===== config.mk =====
export PLATFORM = sky130hd
export DESIGN_NAME = stwp_ram
export DESIGN_NICKNAME = d
export VERILOG_FILES = /design/src/stwp_ram.sv
export SDC_FILE = /design/constraint.sdc
export NUM_CORES = 1
export LEC_CHECK = 0
export ABC_AREA = 1
export BUFFER_PORTS_ARGS = -buffer_cell sky130_fd_sc_hd__buf_2
export CORE_MARGIN = 4
export CORE_UTILIZATION = 50
export DETAILED_ROUTE_END_ITERATION = 12
export PLACE_DENSITY_LB_ADDON = 0.2
export SLEW_MARGIN = 15
export SYNTH_ARGS = -nofsm -noshare
export SYNTH_HDL_FRONTEND = slang
export SYNTH_SLANG_ARGS = --single-unit

===== constraint.sdc =====
create_clock -name clk_i -period 2.7 [get_ports clk_i]
set_clock_uncertainty 0.1 [all_clocks]
set_input_delay 0 -clock clk_i [delete_from_list [all_inputs] [get_ports clk_i]]
set_output_delay 0 -clock clk_i [all_outputs]
set_load 0.005 [all_outputs]

===== src/stwp_ram.sv =====
// ----------------------------------------------------------------------------
// stwp_ram
// Generic single-port synchronous RAM with a registered read.
// ----------------------------------------------------------------------------
`default_nettype none
module stwp_ram #(
  parameter int unsigned Width = 8,
  parameter int unsigned Depth = 16
) (
  input  wire logic                     clk_i,
  input  wire logic                     we_i,
  input  wire logic [$clog2(Depth)-1:0] addr_i,
  input  wire logic [Width-1:0]         wdata_i,
  output logic      [Width-1:0]         rdata_o
);
  logic [Width-1:0] mem_q [Depth];

  always_ff @(posedge clk_i) begin
    if (we_i) begin
      mem_q[addr_i] <= wdata_i;
    end
    rdata_o <= mem_q[addr_i];
  end
endmodule
`default_nettype wire


Yosys cells after proc, flatten, opt, wreduce, memory -nomap -nowiden
Memory sizes are Yosys's and may differ from the RTL's. A register that Yosys moved wholly into a read port is not among the register bits.
Index checks and enable logic that the tools add are counted.
{"block": "classes", "n_mux": 2}
{"operator": "$mux W1", "count": 2}
{"block": "word_totals", "mem_bits_rw": 128, "reg_bits": 0, "n_memories": 1}
{"name": "mem_q", "depth": 16, "width": 8, "rd": 1, "rd_clocked_by_memory_dff": 1, "wr": 1, "line": "16", "text": "logic [Width-1:0] mem_q [Depth];"}

Logic depth before layout (Yosys ltp)
{"block": "logic_depth", "depth_word": 2, "ltp_mapped": 11, "mapped_depth_nobuf": 9}

Worst setup path after synthesis
No wires, ideal clock.
{"block": "synth_path", "path_kind": "input to register", "start": "input addr_i[1]", "end": "memory mem_q[3][0], enable pin", "arrival_time_ns": 1.007, "path_slack_ns": 1.223, "required_ns": 2.230, "path_buffers": 2, "stages": 4, "cell_sequence": "buf_2 > clkbuf_1 > nand3_1 > nor2_1"}
{"element": "start: declaration", "line": "12", "text": "input wire logic [$clog2(Depth)-1:0] addr_i,"}
{"element": "end: declaration", "line": "16"}
No word-level cell before the write port.

==> flow_summary.yaml <==
synth:
  synth-edff-count: 128
  yosysSeqAreaShare_pct: 71.59
  ys_seq_elements: 136
  ys_types: 11
  netlist_top_cells_count: "346 x nand2_1, 128 x edfxtp_1, 21 x inv_1, 18 x nor2_1, 12 x buf_2"
  post-synth-top-area-cell: "edfxtp_1"
  yosys_warnings: 0
  syn_avg_cell_area_sq_um: 10.21
  yosysTopAreaCellShare_pct: 68.72
  synth_most_common_cell: "nand2_1"
  ys.flop_type: "edfxtp_1"
  synth_nets: 562
  syn-cell-area_sq_um: 5593
  async_flop_share_pct: 0
  synthCells: 548
  synth.top_cells.by_area: "edfxtp_1 69%, nand2_1 23%, dfxtp_1 2.9%, inv_1 1.4%, nor2_1 1.2%"
global_routing:
  overflow: 0
  grt_pass1_wl_um: 19630
  antenna_found_initial: 0
  grt_pass1_vias: 3648
  track_usage_pct: 20.73
  grt_max_degree: 65
worst_setup_path:
  cp_num_buf_inv: 6
  worstPathCellList: "dlygate4sd3_1 > buf_2 > nor2_1 > dlygate4sd3_1 > nand2_1 > dlygate4sd3_1 > nand2_1 > dlygate4sd3_1 > inv_1 > nand2_1"
  arrival_ns: 2.88
  critPathSlowestCell: "dlygate4sd3_1"
  critical_path_class: "in2reg"
  cp_common_cell: "dlygate4sd3_1"
  worstPathRequired_ns: 3.06
  cpPeakStageDelay_ns: 0.71
  critPathLaunchType: "primary input"
  critPathTopFamily: "buffers and inverters"
  crit_path_end_kind: "flop"
  crit_path_max_fanout: 8
placed_design:
  post-place-ws_ns: 0.8632
  gp_congestion: 0.8551
  io_buffers: 21
  dp.final_hpwl_um: 7607
floorplan:
  die-height_um: 113.8
  initial_core_util_pct: 51.37
  io_pins: 22
  rows: 38
  dieArea_sq_um: 12940
  core-area_sq_um: 10890
  die_x_um: 113.8
clock_network:
  clockBufferDepth: 2
  insertion_delay_ns: 0.53
  clk_pin_slew_ns: 0.06
  cts_max_level: 4
  clkSinkCount: 136
  post_cts_buffers: 0
  cts_buffers: 17
  root_buffer: "clkbuf_8"
  cts_tree: "yes"
sta:
  finalWorstSetupSlack_ns: 0.1777
  setup_viol_count_final: 0
  finalCritPeriodShare_pct: 93.42
  slew_viol_final: 0
  hold_ws_ns: 0.01040
  rsz0062_at_grt: "no"
  worst_pin_slew_ns: 0.6914
  relSlewSlack_pct: 53.74
  fmax_mhz: 396.5
  hold_violations: 0
  layout_min_cycle_time_ns: 2.522
  fin_tns_setup_ns: 0
final_layout:
  diodes: 0
  nets: 602
  drive_gt1_share_pct: 9.651
  multi_input_area_sq_um: 1386
  seq_area_sq_um: 4004
  n_fill_cell: 903
  synthToLayoutAreaGrowth_pct: 16.44
status:
  status: "finished clean"
routing:
  via_count: 3709
  remaining_drc_errors: 0
  drt_pass1_iterations: 5
  ant_nets: 0
  viasPerCell: 5.005
  initialDrtViolationCount: 301
  routed_wl_um: 12270
  post_drt_wl_per_cell_um: 16.55
power_and_ir_drop:
  p_per_area_nw_per_um2: 730.6
  ir_drop_uv: 584.3
  leakagePower_uw: 0.002772
worst_hold_path:
  hp-class: "in2reg"
run:
  cap_violations: 0
final timing paths:
kind                     start         end  slack [ns]  depth (start not counted)
setup / recovery     addr_i[2]  rdata_o[6]        0.18                         10
hold reg to reg   mem_q[14][4]  rdata_o[4]        0.62                          8
setup reg to reg   mem_q[7][4]  rdata_o[4]        0.50                         10
hold / removal       addr_i[0]  rdata_o[7]        0.01                          9
cells in the final DEF, fill, tap and decap left out:
| cell type | instances |
|---|---|
| buf_2 | 21 |
| buf_4 | 5 |
| clkbuf_1 | 2 |
| clkbuf_16 | 18 |
| clkbuf_8 | 2 |
| clkinv_2 | 3 |
| clkinv_4 | 1 |
| clkinvlp_4 | 7 |
| dfxtp_1 | 8 |
| dlygate4sd3_1 | 16 |
| edfxtp_1 | 128 |
| inv_1 | 21 |
| inv_2 | 1 |
| nand2_1 | 346 |
| nand3_1 | 4 |
| nor2_1 | 18 |
cell type report:
type / instances / area share (%)
clock buffer: 22 / 7.454
inverter: 23 / 1.383
tap: 140 / 2.690
sequential: 136 / 61.48
multi-input combinational: 368 / 21.29
timing repair buffer: 42 / 4.649
clock inverter: 10 / 1.057
layer usage:
metal  vias up  GRT usage, %  share of wire [%]  wire length [um]
met5         -             0                  0                 0
met4         0         7.372                2.0               243
met3        19         5.252                7.4               912
met2       135         31.88                 47              5739
met1      1728         28.94                 44              5371
li1       1827             -                  -                 -
report_power, final:
part | internal [uW] | switching (uW) | total (uW) | leakage, uW
logic | 88.6 | 208 | 296 | 0.00129
clock network | 1260 | 832 | 2090 | 0.000255
registers | 2360 | 12.2 | 2370 | 0.00122
total | 3710 | 1050 | 4760 | 0.00277
kinds of logic after synthesis:
| group | share of synthesized area (%) |
|---|---|
| DFF | 71.59 |
| and+or+nand+nor | 24.79 |
| buffers and inverters | 3.624 |
registers in the layout, indices dropped and copies added (netlist names):
name / flops
rdata_o: 8
mem_q: 128
through the flow:
step	area, sq um	util [%]	total power (uW)	cells
global placement	5794	53.22	2690	693
finish	6513	59.81	4758	741
detailed placement	5794	53.22	2694	693
CTS	6509	59.78	4789	741
floorplan	5593	-	2580	548
global route	6513	59.81	4945	741
worst min-delay path, cell delays in order:
cell and delay, ns:
buf_2 0.13, nand2_1 0.06, nand2_1 0.08, nand2_1 0.06, nand2_1 0.06, nand2_1 0.04
nand2_1 0.07, inv_1 0.04, nand2_1 0.06
repair_timing:
item                                    4_1_cts  5_1_grt
resized for setup                             0        1
endpoints found under the setup margin        0        2
hold buffers                                 16        0
hold endpoints to repair                    136        0
Power figures use the tool's default switching activity.
