==> src/stwp_pkg.sv <==
// ----------------------------------------------------------------------------
// stwp_pkg
// Shared constants and types of the sorted table weighted pick block.
// ----------------------------------------------------------------------------
`default_nettype none
package stwp_pkg;
  localparam int unsigned TableDepth = 1024;
  localparam int unsigned IdxW = $clog2(TableDepth);
  localparam int unsigned CntW = IdxW + 1;
  localparam int unsigned EntryW = 64 + 16 + 16 + 16;
  localparam int unsigned SumW = 16 + IdxW;

  localparam logic [1:0] CfgEntryCount = 2'd0;
  localparam logic [1:0] CfgMinScore = 2'd1;
  localparam logic [1:0] CfgRngSeed = 2'd2;

  typedef struct packed {
    logic [63:0] key;
    logic [15:0] move;
    logic [15:0] weight;
    logic [15:0] score;
  } entry_t;

  function automatic logic [63:0] xorshift(input logic [63:0] x);
    logic [63:0] y;
    y = x ^ (x << 13);
    y = y ^ (y >> 7);
    y = y ^ (y << 17);
    return y;
  endfunction
endpackage
`default_nettype wire

==> src/stwp_mod.sv <==
// ----------------------------------------------------------------------------
// stwp_mod
// Restoring remainder unit: 64-bit word mod a sum, one quotient bit a cycle.
// ----------------------------------------------------------------------------
`default_nettype none
module stwp_mod (
  input  wire logic                          clk_i,
  input  wire logic                          rst_ni,
  input  wire logic                          start_i,
  input  wire logic [63:0]                   num_i,
  input  wire logic [stwp_pkg::SumW-1:0]     den_i,
  output logic                               done_o,
  output logic      [stwp_pkg::SumW-1:0]     rem_o
);
  import stwp_pkg::*;

  logic [63:0]   num_q, num_d;
  logic [SumW:0] rem_q, rem_d;
  logic [SumW-1:0] den_q, den_d;
  logic [6:0]    cnt_q, cnt_d;
  logic          run_q, run_d;
  logic [SumW:0] sh;

  always_comb begin
    num_d = num_q;
    rem_d = rem_q;
    den_d = den_q;
    cnt_d = cnt_q;
    run_d = run_q;
    done_o = 1'b0;
    sh = {rem_q[SumW-1:0], num_q[63]};
    if (start_i) begin
      num_d = num_i;
      den_d = den_i;
      rem_d = '0;
      cnt_d = 7'd0;
      run_d = 1'b1;
    end else if (run_q) begin
      num_d = {num_q[62:0], 1'b0};
      rem_d = (sh >= {1'b0, den_q}) ? sh - {1'b0, den_q} : sh;
      cnt_d = cnt_q + 7'd1;
      if (cnt_q == 7'd63) begin
        run_d = 1'b0;
        done_o = 1'b1;
      end
    end
  end

  assign rem_o = rem_d[SumW-1:0];

  always_ff @(posedge clk_i or negedge rst_ni) begin
    if (!rst_ni) begin
      run_q <= 1'b0;
      cnt_q <= '0;
    end else begin
      run_q <= run_d;
      cnt_q <= cnt_d;
    end
  end

  always_ff @(posedge clk_i) begin
    num_q <= num_d;
    rem_q <= rem_d;
    den_q <= den_d;
  end
endmodule
`default_nettype wire

==> config.mk <==
export PLATFORM = sky130hd
export DESIGN_NAME = stwp_mod
export DESIGN_NICKNAME = d
export VERILOG_FILES = /design/src/stwp_pkg.sv /design/src/stwp_mod.sv
export SDC_FILE = /design/constraint.sdc
export NUM_CORES = 1
export LEC_CHECK = 0
export BUFFER_PORTS_ARGS = -buffer_cell sky130_fd_sc_hd__clkbuf_2
export CAP_MARGIN = 40
export CORE_MARGIN = 2
export CORE_UTILIZATION = 60
export CTS_CLUSTER_SIZE = 10
export DETAILED_ROUTE_END_ITERATION = 12
export GPL_ROUTABILITY_DRIVEN = 0
export GPL_TIMING_DRIVEN = 0
export PLACE_DENSITY = 0.85
export SYNTH_ARGS = -nofsm -noshare
export SYNTH_HDL_FRONTEND = slang
export SYNTH_SLANG_ARGS = --single-unit
==> constraint.sdc <==
create_clock -name clk_i -period 7.22 [get_ports clk_i]
set_input_delay 0.361 -clock clk_i [delete_from_list [all_inputs] [get_ports clk_i]]
set_output_delay 0.361 -clock clk_i [all_outputs]
set_load 0.05 [all_outputs]
# == Yosys cells after proc, flatten, opt, wreduce, memory -nomap -nowiden ==
# Cells that the tools add are included.
# op_classes
add_sub_neg,2
magnitude_cmp,1
n_eq_ne,1
muxes,13
n_reduce_logical,1
# op_table
op,count
64-bit 2-to-1 mux,2
26-bit 2-to-1 mux,3
27-bit by 26-bit >= comparator with 1-bit output,1
26-bit subtractor,1
7-bit 2-to-1 mux,2
"7-bit by 1-bit adder with 7-bit output, second input constant",1
"7-bit by 6-bit == test with 1-bit output, second input constant",1
1-bit 2-to-1 mux,6
2-bit nonzero test,1
# totals
regBits,124
in_bits,93
wordCells,23

# == Logic depth before layout (Yosys ltp) ==
# depth
depth_word,4
ltp_mapped,11
mapped_depth_nobuf,10

# == Worst setup path before layout ==
# OpenSTA, ideal clock, no wires.
# synth_timing
path_type,flip-flop to output port
startpoint,reg den_q[22]
endpoint,out rem_o[20] (netlist bit)
t_arrival_ns,3.770
t_required_ns,6.859
slack_ns,3.089
stages_incl_launch_ff,10
path_cell_list,edfxtp_1 -> inv_1 -> ha_1 -> and3_1 -> and3_1 -> and2_1 -> nor2b_1 -> a21boi_2 -> nor2_1 -> o311ai_0
# synth_via
elab_chain_len,4
# synth_rtl
item,line,source
from (decl),stwp_mod.sv:19,"logic [SumW-1:0] den_q, den_d;"
from (signal assigned),stwp_mod.sv:64,den_q <= den_d;
27-bit by 26-bit >= comparator with 1-bit output,stwp_mod.sv:40,"rem_d = (sh >= {1'b0, den_q}) ? sh - {1'b0, den_q} : sh;"
26-bit 2-to-1 mux,stwp_mod.sv:40,
26-bit 2-to-1 mux,stwp_mod.sv:38,end else if (run_q) begin
26-bit 2-to-1 mux,stwp_mod.sv:32,if (start_i) begin
to (decl),stwp_mod.sv:13,output logic [stwp_pkg::SumW-1:0] rem_o
# Every way passes these cells.

# == Worst setup path after layout ==
# layout_timing
startpoint,reg den_q[1]
endpoint,out rem_o[25] (netlist bit)
# layout_via
elab_chain_len,4
elab_cells_between_ends,5
cone_classes,add/sub: 1; order compare: 1; mux: 3
# layout_rtl
item,line
26-bit subtractor / 27-bit by 26-bit >= comparator with 1-bit output (equally long branches),stwp_mod.sv:40
26-bit 2-to-1 mux *,stwp_mod.sv:40
26-bit 2-to-1 mux *,stwp_mod.sv:38
26-bit 2-to-1 mux *,stwp_mod.sv:32
# Mark *: on every way between the ends. The rest lies on a longest branch, timed or not.

==> flow_summary.json <==
{
  "async_flop_share": 0.06452,
  "core-area_um2": 10940,
  "worstMarginPinSlew_ps": 776.0,
  "cts_setup_buffers": 0,
  "fin_nets": 852,
  "grt_pass1_vias": 5610,
  "path_clk_slew_ps": 60,
  "crit_path_end_kind": "output pin",
  "synth_area_um2": 6756,
  "r2r_start": "den_q[1]",
  "critPathArrivalTime_ps": 3940,
  "regArea_um2": 3423,
  "grt_antenna_before_repair": 0,
  "synth.yosys.seq_area_share": 0.5067,
  "grt_setup_unrepaired": "no",
  "period_minus_slack_ps": 4300,
  "area_growth_pct": 21.48,
  "peakVddDrop_mv": 0.2466,
  "critical_path.startpoint": "den_q[1]",
  "dp_hpwl_mm": 11.95,
  "critPathKind": "reg2out",
  "fill_cells": 727,
  "p_leak_nw": 3.602,
  "cp_max_fo": 10,
  "drc": 0,
  "dr.first_iter.drc_count": 431,
  "stdcell_area_um2": 8208,
  "cp.required_ps": 6860,
  "grt_use_total": 0.3035,
  "grt_max_degree": 37,
  "clkSinkCount": 124,
  "yosysWarningCount": 0,
  "startpoint_type": "register",
  "grt_pass1_wl_mm": 27.43,
  "grt_overflow": 0,
  "fin_tns_setup_ps": 0,
  "cts_buffer_depth": 2,
  "post-route-util": 0.7506,
  "initial_utilization": 0.6178,
  "status": "complete, no violations",
  "cts_tree": "done",
  "clock.fmax_mhz": 232.5,
  "min_from": "den_i[7]",
  "multi_input_area_um2": 3087,
  "final_common_cell": "clkbuf_2",
  "final_cells": 884,
  "power.density_nw_per_um2": 348.4,
  "min_path_type": "in2reg",
  "drv_cap": 0,
  "clk_latency_ps": 430,
  "vias": 5563,
  "avgSynthCellArea_um2": 11.43,
  "die_height_um": 110.1,
  "wire_per_inst_um": 20.04,
  "syn_nets": 712,
  "synth_area_leaders": "edfxtp_1, mux2_2, dfxtp_1",
  "synth.top_cell.area_share": 0.4000,
  "synth_area_leader_cell": "edfxtp_1",
  "wl_mm": 17.71,
  "relSlewSlack": 0.4808,
  "syn_inst": 591,
  "final_cell_mix": "clkbuf_2, edfxtp_1, mux2_2, nor2_1, inv_1",
  "drive_above_1_share": 0.3159,
  "placed_area_um2": 7555,
  "setup_viol": 0,
  "htreeDepth": 4,
  "synth-edff-count": 90,
  "ant_nets": 0,
  "synth.distinct_cells": 64,
  "fin_skew_ps": 10.21,
  "ios": 120,
  "slew_violations": 0,
  "fp.dieArea_um2": 12130,
  "root_buffer": "clkbuf_16",
  "num_antenna_cells": 0,
  "synth_seq_cells": 124,
  "synthFlopType": "edfxtp_1",
  "vias_per_cell": 6.293,
  "numCtsBuffers": 17,
  "final.period_utilization": 0.5956,
  "drt_pass1_iterations": 5,
  "std_cell_rows": 38,
  "hold_violations": 0,
  "place_inst": 851,
  "fp.dieW_um": 110.1,
  "port-buffer-count": 119
}
## flip-flops by register name (all words and copies together), names as in the netlist
| name | flops |
|---|---|
| cnt_q | 7 |
| den_q | 26 |
| num_q | 64 |
| rem_q | 26 |
| run_q | 1 |
## per-stage QoR
stage	hold slack, ps	total power, mW	setup WS, ps
3_5_place_dp	212.9	1.899	3504
3_3_place_gp	208.9	1.862	3499
5_1_grt	92.50	2.975	2742
2_1_floorplan	65.41	1.669	3089
4_1_cts	99.49	2.841	3019
6_report	106.0	2.860	2920
## worst paths after layout
kind                                   to  slack [ps]  depth (start not counted)
worst max-delay path            rem_o[25]        2920                         11
worst min register to register   rem_q[5]         530                          2
worst max register to register  rem_q[25]        3930                         10
min in group asynchronous        cnt_q[4]         320                          2
worst min-delay path             den_q[7]         110                          1
max in group asynchronous        cnt_q[5]        6720                          2
## synth_stat cells, types with 10 or more instances
library cell   n
a21o_1        16
a21oi_1       24
a311oi_1      12
clkbuf_1      21
dfxtp_1       26
edfxtp_1      90
ha_1          27
inv_1         32
mux2_2        63
nand2_1       25
nand3_1       17
nand4_1       10
nor2_1        37
o21ai_0       28
## final cells by class
class,count,share of cell area
buffer,29,0.01540
inverter,32,0.01463
tap,140,0.02134
clock inverter,14,0.02485
clock buffer,18,0.05351
sequential,124,0.4171
multi-input combinational,406,0.3761
timing repair buffer,121,0.07713
## kinds of logic after synthesis
logic type | after synthesis | synth area share
and+or+nand+nor | 145 | 0.1109
DFF | 124 | 0.5067
xor gates and xnor gates | 14 | 0.01815
adders and majority gates | 28 | 0.05296
AOI/OAI and AO/OA | 153 | 0.1654
muxes | 66 | 0.1094
buffers and inverters | 61 | 0.03648
## critical path: stages, from the launching register on
cell      delay, ps
edfxtp_1        410
inv_1           100
ha_1            270
nor2b_1         160
o31a_1          300
o211ai_1        320
a21oi_1         200
o21ai_1         420
buf_2           330
nand2_1         140
a211oi_1        500
clkbuf_2        380
## routing by layer
metal  GRT usage  wire length (µm)  share of wire  vias up
li1            -                 -              -     2562
met1      0.3364              6569           0.37     2639
met5           0                 0              0        -
met2      0.5039              8722           0.49      297
met3      0.1240              1794           0.10       65
met4      0.1518               627          0.035        0
## report_power, final
part / switching, mW / internal (mW)
clock: 0.340 / 0.595
sequential: 0.0651 / 0.872
combinational: 0.621 / 0.367
## repair_timing
item,CTS,global route
hold endpoints to repair,8,0
hold buffers,1,0
resized for setup,0,0
(Power assumes the default switching activity.)
